## config.mk

```make
export PLATFORM = sky130hd
export DESIGN_NAME = opentherm_frame_receiver
export DESIGN_NICKNAME = d
export VERILOG_FILES = /design/src/otfr_pkg.sv /design/src/opentherm_frame_receiver.sv /design/src/otfr_step.sv
export SDC_FILE = /design/constraint.sdc
export NUM_CORES = 1
export LEC_CHECK = 0
export BUFFER_PORTS_ARGS = -buffer_cell sky130_fd_sc_hd__buf_2
export CELL_PAD_IN_SITES_DETAIL_PLACEMENT = 1
export CELL_PAD_IN_SITES_GLOBAL_PLACEMENT = 2
export CORE_ASPECT_RATIO = 0.5
export CORE_UTILIZATION = 35
export CTS_CLUSTER_SIZE = 10
export DETAILED_ROUTE_END_ITERATION = 6
export GPL_TIMING_DRIVEN = 0
export PLACE_DENSITY = 0.77
export SLEW_MARGIN = 40
export SYNTH_ARGS = -nofsm -noshare
export SYNTH_HDL_FRONTEND = slang
export SYNTH_HIERARCHICAL = 1
export SYNTH_SLANG_ARGS = --single-unit
```

## constraint.sdc

```tcl
create_clock -name clk_i -period 12.6 [get_ports clk_i]
set_clock_uncertainty 0.05 [all_clocks]
set_input_delay 2.52 -clock clk_i [delete_from_list [all_inputs] [get_ports clk_i]]
set_output_delay 2.52 -clock clk_i [all_outputs]
set_load 0.005 [all_outputs]
```

## src/otfr_pkg.sv

```systemverilog
`timescale 1ns / 1ps
`default_nettype none
// ----------------------------------------------------------------------------
// otfr_pkg
// Types, codes and sizes shared by the edge-timed frame receiver.
// ----------------------------------------------------------------------------
package otfr_pkg;

  localparam int unsigned FRAME_BITS = 32;
  localparam int unsigned TIME_BITS  = 32;
  localparam int unsigned CNT_BITS   = $clog2(FRAME_BITS + 1);
  localparam int unsigned TYPE_LSB   = FRAME_BITS - 4;

  localparam logic [15:0] BIT_WINDOW_RST = 16'd750;
  localparam logic [23:0] TIMEOUT_RST    = 24'd1000000;

  typedef logic [TIME_BITS-1:0]  time_t;
  typedef logic [FRAME_BITS-1:0] frame_t;
  typedef logic [CNT_BITS-1:0]   cnt_t;

  typedef enum logic [1:0] {
    CMD_EDGE = 2'd0,
    CMD_POLL = 2'd1,
    CMD_ARM  = 2'd2
  } cmd_e;

  typedef enum logic [1:0] {
    CFG_SLAVE_MODE = 2'd0,
    CFG_BIT_WINDOW = 2'd1,
    CFG_TIMEOUT    = 2'd2
  } cfg_idx_e;

  typedef enum logic [2:0] {
    PH_READY = 3'd0,
    PH_WAIT  = 3'd1,
    PH_START = 3'd2,
    PH_RECV  = 3'd3,
    PH_DONE  = 3'd4,
    PH_BAD   = 3'd5
  } phase_e;

  typedef enum logic [1:0] {
    ST_NONE    = 2'd0,
    ST_OK      = 2'd1,
    ST_BAD     = 2'd2,
    ST_TIMEOUT = 2'd3
  } status_e;

  typedef struct packed {
    logic        slave_mode;
    logic [15:0] bit_window;
    logic [23:0] timeout;
  } cfg_t;

  typedef struct packed {
    logic [1:0]  cmd;
    logic [31:0] time_us;
    logic        level;
  } item_t;

  typedef struct packed {
    phase_e  phase;
    frame_t  frame;
    cnt_t    cnt;
    time_t   mark;
    status_e status;
  } rx_state_t;

  typedef struct packed {
    logic        ready_res;
    logic        accepted;
    logic        done_res;
    logic [31:0] frame;
    logic [1:0]  status;
  } result_t;

endpackage
`default_nettype wire

```

## src/opentherm_frame_receiver.sv

```systemverilog
`timescale 1ns / 1ps
`default_nettype none
// ----------------------------------------------------------------------------
// opentherm_frame_receiver
// Edge-timed receiver for Manchester-coded 32-bit frames.
// ----------------------------------------------------------------------------
// Usage:
//   Input stream: one beat per event. tuser carries the command (line edge,
//   poll, arm); tdata carries the microsecond timestamp and the line level.
//   Output stream: exactly one beat per input beat, carrying ready, arm
//   accepted, transaction done, the frame shifted in so far and the status.
//   Configuration registers are written through cfg_we_i/cfg_idx_i/cfg_data_i
//   while no beat is in flight. The user must keep to this rule; the block
//   itself does not enforce it. Each beat passes through the input register,
//   then the state update into the result register; a stalled output holds
//   it in the input register.
//   Throughput: one beat per cycle while the output is not stalled; the state
//   update is a single combinational compare, subtract and shift step.
//   Reset clears both stages, puts the receiver in ready with frame and status
//   cleared, and restores the default window and timeout.
//   When the output is stalled one further beat is taken into the input
//   register; after that tready drops until the result beat is taken.
// ----------------------------------------------------------------------------
module opentherm_frame_receiver (
  input  wire logic        clk_i,
  input  wire logic        rst_ni,
  input  wire logic        cfg_we_i,
  input  wire logic [1:0]  cfg_idx_i,
  input  wire logic [23:0] cfg_data_i,
  input  wire logic        s_axis_tvalid_i,
  output logic             s_axis_tready_o,
  input  wire logic [39:0] s_axis_tdata_i,  // time_us[31:0], line_level, zero pad
  input  wire logic [1:0]  s_axis_tuser_i,  // cmd
  output logic             m_axis_tvalid_o,
  input  wire logic        m_axis_tready_i,
  output logic [39:0]      m_axis_tdata_o   // ready_res, accepted, done_res,
                                            // frame[31:0], status[1:0], zero pad
);

  otfr_pkg::cfg_t      cfg_q;
  otfr_pkg::item_t     item_q;
  logic                in_valid_q;
  otfr_pkg::rx_state_t st_q;
  otfr_pkg::rx_state_t st_d;
  otfr_pkg::result_t   res_d;
  otfr_pkg::result_t   res_q;
  logic                out_valid_q;
  logic                advance;

  assign advance         = in_valid_q && (!out_valid_q || m_axis_tready_i);
  assign s_axis_tready_o = !in_valid_q || advance;

  otfr_step u_step (
    .cfg_i  (cfg_q),
    .item_i (item_q),
    .cur_i  (st_q),
    .nxt_o  (st_d),
    .res_o  (res_d)
  );

  always_ff @(posedge clk_i or negedge rst_ni) begin
    if (!rst_ni) begin
      cfg_q.slave_mode <= 1'b0;
      cfg_q.bit_window <= otfr_pkg::BIT_WINDOW_RST;
      cfg_q.timeout    <= otfr_pkg::TIMEOUT_RST;
    end else if (cfg_we_i) begin
      case (otfr_pkg::cfg_idx_e'(cfg_idx_i))
        otfr_pkg::CFG_SLAVE_MODE: cfg_q.slave_mode <= cfg_data_i[0];
        otfr_pkg::CFG_BIT_WINDOW: cfg_q.bit_window <= cfg_data_i[15:0];
        otfr_pkg::CFG_TIMEOUT:    cfg_q.timeout    <= cfg_data_i;
        default: begin
        end
      endcase
    end
  end

  always_ff @(posedge clk_i or negedge rst_ni) begin
    if (!rst_ni) begin
      in_valid_q <= 1'b0;
    end else if (s_axis_tready_o) begin
      in_valid_q <= s_axis_tvalid_i;
    end
  end

  always_ff @(posedge clk_i) begin
    if (s_axis_tready_o && s_axis_tvalid_i) begin
      item_q.cmd     <= s_axis_tuser_i;
      item_q.time_us <= s_axis_tdata_i[31:0];
      item_q.level   <= s_axis_tdata_i[32];
    end
  end

  always_ff @(posedge clk_i or negedge rst_ni) begin
    if (!rst_ni) begin
      st_q.phase  <= otfr_pkg::PH_READY;
      st_q.frame  <= '0;
      st_q.cnt    <= '0;
      st_q.mark   <= '0;
      st_q.status <= otfr_pkg::ST_NONE;
    end else if (advance) begin
      st_q <= st_d;
    end
  end

  always_ff @(posedge clk_i or negedge rst_ni) begin
    if (!rst_ni) begin
      out_valid_q <= 1'b0;
    end else if (advance) begin
      out_valid_q <= 1'b1;
    end else if (m_axis_tready_i) begin
      out_valid_q <= 1'b0;
    end
  end

  always_ff @(posedge clk_i) begin
    if (advance) begin
      res_q <= res_d;
    end
  end

  assign m_axis_tvalid_o = out_valid_q;
  assign m_axis_tdata_o  = {3'b000, res_q.status, res_q.frame,
                            res_q.done_res, res_q.accepted, res_q.ready_res};

endmodule
`default_nettype wire

```

## src/otfr_step.sv

```systemverilog
`timescale 1ns / 1ps
`default_nettype none
// ----------------------------------------------------------------------------
// otfr_step
// Next-state and result logic for one beat: arming, edge timing, bit sampling,
// poll outcome with timeout, parity and message type check.
// ----------------------------------------------------------------------------
module otfr_step (
  input  otfr_pkg::cfg_t      cfg_i,
  input  otfr_pkg::item_t     item_i,
  input  otfr_pkg::rx_state_t cur_i,
  output otfr_pkg::rx_state_t nxt_o,
  output otfr_pkg::result_t   res_o
);

  otfr_pkg::time_t  now;
  otfr_pkg::time_t  elapsed;
  otfr_pkg::time_t  win;
  otfr_pkg::time_t  tmo;
  otfr_pkg::phase_e ph;
  logic [2:0]       frame_kind;
  logic             frame_ok;
  logic             acc;
  logic             done;

  assign now        = otfr_pkg::time_t'(item_i.time_us);
  assign elapsed    = now - cur_i.mark;
  assign win        = otfr_pkg::time_t'(cfg_i.bit_window);
  assign tmo        = otfr_pkg::time_t'(cfg_i.timeout);
  assign frame_kind = cur_i.frame[otfr_pkg::TYPE_LSB +: 3];
  assign frame_ok   = !(^cur_i.frame) &&
                      (cfg_i.slave_mode ? (frame_kind <= 3'd2) : frame_kind[2]);

  always_comb begin
    nxt_o = cur_i;
    acc   = 1'b0;
    done  = 1'b0;
    ph    = cur_i.phase;
    case (otfr_pkg::cmd_e'(item_i.cmd))
      otfr_pkg::CMD_EDGE: begin
        // a slave treats a high edge while idle as the start edge
        if (ph == otfr_pkg::PH_READY && cfg_i.slave_mode && item_i.level) begin
          ph = otfr_pkg::PH_WAIT;
        end
        case (ph)
          otfr_pkg::PH_WAIT: begin
            nxt_o.phase = item_i.level ? otfr_pkg::PH_START : otfr_pkg::PH_BAD;
            nxt_o.mark  = now;
          end
          otfr_pkg::PH_START: begin
            if (elapsed < win && !item_i.level) begin
              nxt_o.phase = otfr_pkg::PH_RECV;
              nxt_o.mark  = now;
              nxt_o.cnt   = '0;
              nxt_o.frame = '0;
            end else if (elapsed >= win) begin
              nxt_o.phase = otfr_pkg::PH_BAD;
              nxt_o.mark  = now;
            end
          end
          otfr_pkg::PH_RECV: begin
            if (elapsed > win) begin
              if (cur_i.cnt < otfr_pkg::cnt_t'(otfr_pkg::FRAME_BITS)) begin
                nxt_o.frame = {cur_i.frame[otfr_pkg::FRAME_BITS-2:0], ~item_i.level};
                nxt_o.cnt   = cur_i.cnt + 1'b1;
              end else begin
                nxt_o.phase = otfr_pkg::PH_DONE;
              end
              nxt_o.mark = now;
            end
          end
          default: begin
          end
        endcase
      end
      otfr_pkg::CMD_POLL: begin
        if (cur_i.phase != otfr_pkg::PH_READY) begin
          if (elapsed > tmo) begin
            nxt_o.phase  = otfr_pkg::PH_READY;
            nxt_o.status = otfr_pkg::ST_TIMEOUT;
            done         = 1'b1;
          end else if (cur_i.phase == otfr_pkg::PH_BAD) begin
            nxt_o.phase  = otfr_pkg::PH_READY;
            nxt_o.status = otfr_pkg::ST_BAD;
            done         = 1'b1;
          end else if (cur_i.phase == otfr_pkg::PH_DONE) begin
            nxt_o.phase  = otfr_pkg::PH_READY;
            nxt_o.status = frame_ok ? otfr_pkg::ST_OK : otfr_pkg::ST_BAD;
            done         = 1'b1;
          end
        end
      end
      otfr_pkg::CMD_ARM: begin
        if (cur_i.phase == otfr_pkg::PH_READY) begin
          nxt_o.phase  = otfr_pkg::PH_WAIT;
          nxt_o.frame  = '0;
          nxt_o.status = otfr_pkg::ST_NONE;
          nxt_o.mark   = now;
          acc          = 1'b1;
        end
      end
      default: begin
      end
    endcase
  end

  always_comb begin
    res_o.ready_res = (nxt_o.phase == otfr_pkg::PH_READY);
    res_o.accepted  = acc;
    res_o.done_res  = done;
    res_o.frame     = 32'(nxt_o.frame);
    res_o.status    = nxt_o.status;
  end

endmodule
`default_nettype wire

```

==> flow_summary.yaml, run 1 <==
power:
  p_leak_nw: 6.25
  sequentialPowerShare: 0.299
  power_density_nw_per_um2: 197
  p_int_mw: 1.60
  switchingPower_mw: 1.14
  p_sw_frac: 0.416
  clock_power_share: 0.188
  ir_drop_mv: 0.0746
  combPwrFrac: 0.513
logic_synthesis:
  synth_top_area_share: 0.214
  synth_top_area_cell: "dfrtp_1"
  yosys.cell_types.count: 78
  synthCells: 1165
  yosys_register_bits: 190
  synth_edf_count: 72
  synth.avg_cell_area_sq_um: 10.4
  ys_top_cells_by_area: "dfrtp_1 (21%), edfxtp_1 (18%), ha_1 (7.7%), mux2_2 (7.2%), mux2_4 (4.8%)"
  yosysWarnings: 6
  synthArstFlopShare: 0.621
  netlist_area_sq_um: 12200
  yosysSeqAreaShare: 0.422
  synth_ff_type: "dfrtp_1"
timing:
  hold_violations: 0
  drv_slew: 0
  rsz0062_at_grt: "false"
  tightest_slew_ns: 0.715
  fmax_ghz: 0.173
  setup_tns_ns: 0
  finalCritPeriodShare: 0.460
  setup_violations: 0
  max_slew_margin: 0.523
  post-route-min-period_ns: 5.79
detailed_routing:
  dr_total_vias: 9179
  routed.top_layer: "met4"
  drc_errors: 0
  dr_wl_met3_microns: 985
  ant_nets: 0
  wl_met1_microns: 15500
  dr.pass1.iters: 4
  drt_iter0_drc: 434
  via_per_inst: 5.18
  drt_wl_total_microns: 32400
  wl_per_cell_microns: 18.3
  met2_length_microns: 15600
clocking:
  cts_setup_buffers: 0
  cts_resized: 0
  clkLatencyLatePin_ns: 0.45
  cts_max_level: 4
  cts_root_buffer: "clkbuf_16"
  clock_sinks: 190
  clk_pin_slew_ns: 0.07
  clock_path_buffers: 2
  cts_tree: "yes"
  ctsHoldBuffers: 0
  cts_inserted_buffers: 17
status:
  outcome: "completed"
place:
  io_buffers: 104
  gp_congestion: 0.887
  dp.cells: 1739
  dp_hpwl_microns: 24900
floorplan:
  die_w_microns: 266
  die_area_sq_um: 35500
  core_sq_um: 33600
  chipHeight_microns: 134
  rows: 47
  start_util: 0.361
  ios: 115
finish:
  syn2layout_area_growth_pct: 14.3
  fill_cells: 3783
  instances_no_fill: 1771
  nNetsFinal: 1442
  post_route_cells_drive_above_1_share: 0.262
  diodes: 0
global_routing:
  grt_pass1_vias: 9930
  overflow: 0
  antenna_found_initial: 0
  gr-usage-all-layers: 0.191
  grt_start_max_net_pins: 63
  grt_pass1_wl_microns: 53200
critical_path:
  reg2reg_depth: 19
  r2r-end: "st_q[41]"
  cp-start-kind: "flop"
  cp.arrival_ns: 6.08
  cp-end-kind: "flop"
  r2r_slack_ns: 6.81
  critPathMaxFanout: 10
  required_ns: 12.89
  critPathKind: "reg -> reg"
  worstReg2RegStart: "item_q[1]"
worst_hold_path:
  min_to: "cfg_q[39]"
  hp-start: "cfg_q[39]"
  hold-path-cell-count: 1
  hold_path_class: "reg -> reg"
flow_run:
  cap_violations: 0
==> power by group through the flow <==
stage / Combinational, mW / Sequential, mW / Clock [mW]
finish: 1.40 / 0.819 / 0.515
global route: 1.57 / 0.834 / 0.558
CTS: 1.41 / 0.820 / 0.537
detailed placement: 1.40 / 0.832 / 0
global placement: 1.35 / 0.826 / 0
floorplan: 1.01 / 0.812 / 0
==> routing by layer <==
layer  track usage  up-vias
li1              -     4399
met1         0.255     4631
met2         0.321      128
met3        0.0312       21
met4        0.0527        0
met5             0        -
==> worst max path at each step <==
| stage | start | to | slack, ns | depth (start not counted) |
|---|---|---|---|---|
| floorplan | m_axis_tready_i | s_axis_tready_o | 7.34 | 1 |
| global placement | item_q[1] | m_axis_tdata_o[7] | 6.65 | 19 |
| detailed placement | item_q[1] | st_q[41] | 6.48 | 16 |
| CTS | item_q[1] | m_axis_tdata_o[7] | 6.47 | 16 |
| global route | item_q[1] | st_q[44] | 6.22 | 19 |
| finish | item_q[1] | st_q[41] | 6.81 | 19 |
==> final cells by class <==
| class | instances | area (sq um) | area share |
|---|---|---|---|
| Clock inverter | 12 | 88.8 | 0.00639 |
| Multi-Input combinational cell | 792 | 6100 | 0.439 |
| Sequential cell | 190 | 5130 | 0.369 |
| Inverter | 100 | 375 | 0.0270 |
| Clock buffer | 20 | 447 | 0.0322 |
| Timing Repair Buffer | 107 | 606 | 0.0436 |
| Buffer | 85 | 566 | 0.0407 |
| Tap cell | 465 | 582 | 0.0419 |
==> cell families after synthesis <==
family,synth area share
buffers and inverters,0.0774
adder cells (fa/ha/maj),0.0797
AO/OA/AOI/OAI,0.153
flip-flops,0.422
other,0.000309
XOR/XNOR,0.0375
AND/OR/NAND/NOR,0.107
multiplexers,0.122
==> state kept, by name, indices dropped and copies added (netlist names) <==
signal	flops
in_valid_q	1
m_axis_tvalid_o	1
m_axis_tdata_o	37
item_q	35
st_q	75
cfg_q	41
==> cell usage after synthesis, types with 4 or more instances <==
cell        n
mux2_4     39
o21bai_1    4
buf_2       8
o21ai_0    61
a41oi_1     4
a31o_2      4
a211oi_1    8
o21a_1     11
a21o_1     24
xnor2_1    41
a22o_1     32
o31ai_1     4
mux2_2     78
ha_1       75
nor2_1     37
o22ai_1     6
buf_4      39
clkbuf_1   26
edfxtp_1   72
nand4_1    11
and2_1      5
nor2b_1     8
nand2_1   124
dfrtp_1   104
or3_1       6
nand2b_1   11
o211ai_1   12
xor2_1     11
a21oi_1    65
and4_1      6
nor3_1     16
dfstp_2    14
and3_1      5
a221oi_1    4
buf_6      12
nand3_1    11
o221ai_1    4
inv_1     100
==> cells in the final DEF, fill, tap and decap left out, drive strengths merged, types with 4 or more instances in the layout <==
cell / instances
clkbuf: 46
ha: 75
o21a: 11
nand2: 125
nor4: 4
nand3: 11
o221ai: 4
and3: 5
a221oi: 4
nor2: 37
nor2b: 8
xnor2: 41
a21o: 24
a21oi: 65
o211ai: 13
o21bai: 4
nor3: 16
nand4: 11
o31ai: 5
buf: 166
xor2: 11
a211oi: 8
mux2: 117
inv: 104
clkinv: 7
edfxtp: 72
nand2b: 12
dfstp: 14
o22ai: 6
a31o: 4
dfrtp: 104
and4: 6
and2: 5
a22o: 32
nand3b: 5
o21ai: 64
or3: 6
a41oi: 4
==> stage by stage <==
step | setup slack, ns | util | hold slack [ns] | cell area [sq um] | power, mW
finish | 6.81 | 0.413 | 0.460 | 13900 | 2.74
global route | 6.22 | 0.413 | 0.474 | 13900 | 2.97
CTS | 6.47 | 0.413 | 0.463 | 13900 | 2.77
detailed placement | 6.48 | 0.397 | 0.445 | 13300 | 2.23
global placement | 6.65 | 0.394 | 0.437 | 13300 | 2.17
floorplan | 7.34 | - | 0.427 | 12200 | 1.82
==> critical path: stages (launching register included) <==
cell	delay, ns
edfxtp_1	0.36
inv_1	0.05
ha_1	0.24
fa_1	0.43
nor2b_1	0.22
o2111ai_1	0.17
a21boi_1	0.46
nor2_1	0.10
xnor2_1	0.19
ha_1	0.33
nand2_1	0.07
nor4_1	0.39
o21a_1	0.18
o32a_1	0.34
nand2_1	0.22
a211o_1	0.45
a21oi_1	0.40
clkbuf_1	0.42
o21ai_0	0.27
mux2_4	0.32
Power figures use the tool's default switching activity.
==> run 2: changes to the inputs <==
Settings changed: PLACE_DENSITY 0.77 to 0.8.
Clock period 12.6 ns to 5 ns, I/O delays scaled along.
==> flow_summary.yaml, run 2 (synthesis results as in run 1) <==
status:
  outcome: "finished, violations left"
  violations: "setup timing"
place:
  dp.cells: 1738
  io_buffers: 104
  gp_congestion: 0.836
  dp_hpwl_microns: 24400
detailed_routing:
  via_per_inst: 5.20
  drt_iter0_drc: 514
  drc_errors: 0
  drt_wl_total_microns: 33000
  dr.pass1.iters: 4
  wl_per_cell_microns: 18.4
  ant_nets: 0
  dr_total_vias: 9316
floorplan:
  start_util: 0.361
  core_sq_um: 33600
  rows: 47
  die_area_sq_um: 35500
  die_w_microns: 266
  chipHeight_microns: 134
  ios: 115
critical_path:
  critPathMaxFanout: 8
  critPathKind: "reg -> reg"
  max_stage_delay_ns: 0.52
  cp_num_buf_inv: 1
  cp-end-kind: "flop"
  cpLargestDelayFamily: "simple AND/OR/NAND/NOR gates"
  worstReg2RegStart: "st_q[2]"
  r2r-end: "st_q[17]"
  reg2reg_depth: 15
  crit_path_top_delay_cell: "or4_4"
  cp.arrival_ns: 5.35
  crit_path_frequent_cell: "or4_4"
  path_cells: "ha_2 > fa_2 > nor2b_4 > o2111a_1 > o2111a_2 > o211ai_4 > a21o_1 > or4_4 > or4_4 > or3_4 > or3b_4 > a221o_4 > buf_6 > a22o_1 > mux2_4"
  required_ns: 5.29
  r2r_slack_ns: -0.06
  cp-start-kind: "flop"
timing:
  drv_slew: 0
  setup_ws_ns: -0.0577
  post-route-min-period_ns: 5.06
  max_slew_margin: 0.533
  tightest_slew_ns: 0.700
  finalCritPeriodShare: 1.01
  hold_violations: 0
  rsz0062_at_grt: "true"
  setup_violations: 29
  fmax_ghz: 0.198
finish:
  regMostFlops: "st_q"
  syn2layout_area_growth_pct: 19.7
  mostFrequentLayoutCell: "nand2_1"
  instances_no_fill: 1793
  layout_common_cells: "nand2_1 (123), buf_2 (107), dfrtp_1 (104)"
  post_route_cells_drive_above_1_share: 0.326
  largest_reg_flops: 75
  post-route-util: 0.432
  diodes: 0
  nNetsFinal: 1464
  fill_cells: 3771
global_routing:
  grt_start_max_net_pins: 63
  grt_pass1_wl_microns: 54400
  antenna_found_initial: 0
  overflow: 0
  gr-usage-all-layers: 0.194
  grt_pass1_vias: 10400
worst_hold_path:
  hold_path_class: "in -> async"
clocking:
  cts_root_buffer: "clkbuf_16"
  clock_path_buffers: 2
  clock_sinks: 190
  cts_tree: "yes"
  clk_pin_slew_ns: 0.08
  ctsHoldBuffers: 0
  cts_inserted_buffers: 17
  clkLatencyLatePin_ns: 0.46
  cts_max_level: 4
flow_run:
  cap_violations: 0
power:
  finalPower_mw: 7.50
  power_density_nw_per_um2: 515
  p_leak_nw: 6.52
  ir_drop_mv: 0.210
run 2: cell types whose count changed in the layout (fill, tap and decap cells not counted), moves of 8 or more:
cell / change
buf_4: +33
clkbuf_1: -16
o21ai_0: -16
o21ai_1: +14
ha_1: -13
a21oi_1: -12
mux2_2: -12
mux2_4: +12
a21oi_2: +8
ha_2: +8
run 2: stage by stage:
stage	worst slack [ns]	cell area, sq um	TNS (ns)	hold WS, ns
after global routing	-0.163	14500	-4.03	0.454
final	-0.0577	14500	-0.599	0.439
after detailed placement	-1.01	13300	-93.72	0.444
after global placement	-0.925	13300	-80.82	0.436
after CTS	-0.216	14300	-5.99	0.436
after floorplan	0.114	12200	0	0.427
run 2: worst max-delay path by stage:
| stage | cells past startpoint | startpoint | end | slack, ns |
|---|---|---|---|---|
| after CTS | 16 | st_q[2] | st_q[17] | -0.22 |
| after global routing | 20 | st_q[4] | st_q[17] | -0.16 |
| after detailed placement | 19 | item_q[1] | m_axis_tdata_o[18] | -1.01 |
| after global placement | 19 | item_q[1] | m_axis_tdata_o[34] | -0.92 |
| after floorplan | 16 | st_q[2] | st_q[32] | 0.11 |
| final | 15 | st_q[2] | st_q[17] | -0.06 |
run 2: where the power goes:
group	total, mW	switching, mW	internal (mW)	leakage [nW]
clock	1.39	0.685	0.702	0.277
combinational	4.04	2.23	1.80	4.05
sequential	2.07	0.180	1.89	2.19
total	7.50	3.10	4.40	6.52
run 2: area by class of cell:
cell class | instances | area [sq um] | area share
Clock buffer | 17 | 425 | 0.0293
Sequential cell | 190 | 5130 | 0.353
Buffer | 76 | 556 | 0.0382
Tap cell | 465 | 582 | 0.0400
Timing Repair Buffer | 138 | 837 | 0.0576
Multi-Input combinational cell | 792 | 6480 | 0.446
Clock inverter | 15 | 154 | 0.0106
Inverter | 100 | 377 | 0.0259
run 2: per-layer routing:
metal  share of wire  up-vias  GRT usage  wire, microns
li1                -     4443          -              -
met1            0.45     4734      0.240          14800
met2            0.50      107      0.346          16400
met3           0.034       32     0.0338           1120
met4           0.017        0     0.0584            557
met5               0        -          0              0
run 2: what timing repair did:
item,CTS,global route
gates cloned,3,0
gates resized for setup,76,50
pin swaps,48,28
setup endpoints to repair,111,100
endpoints found under the hold margin,0,0
setup buffers,18,11
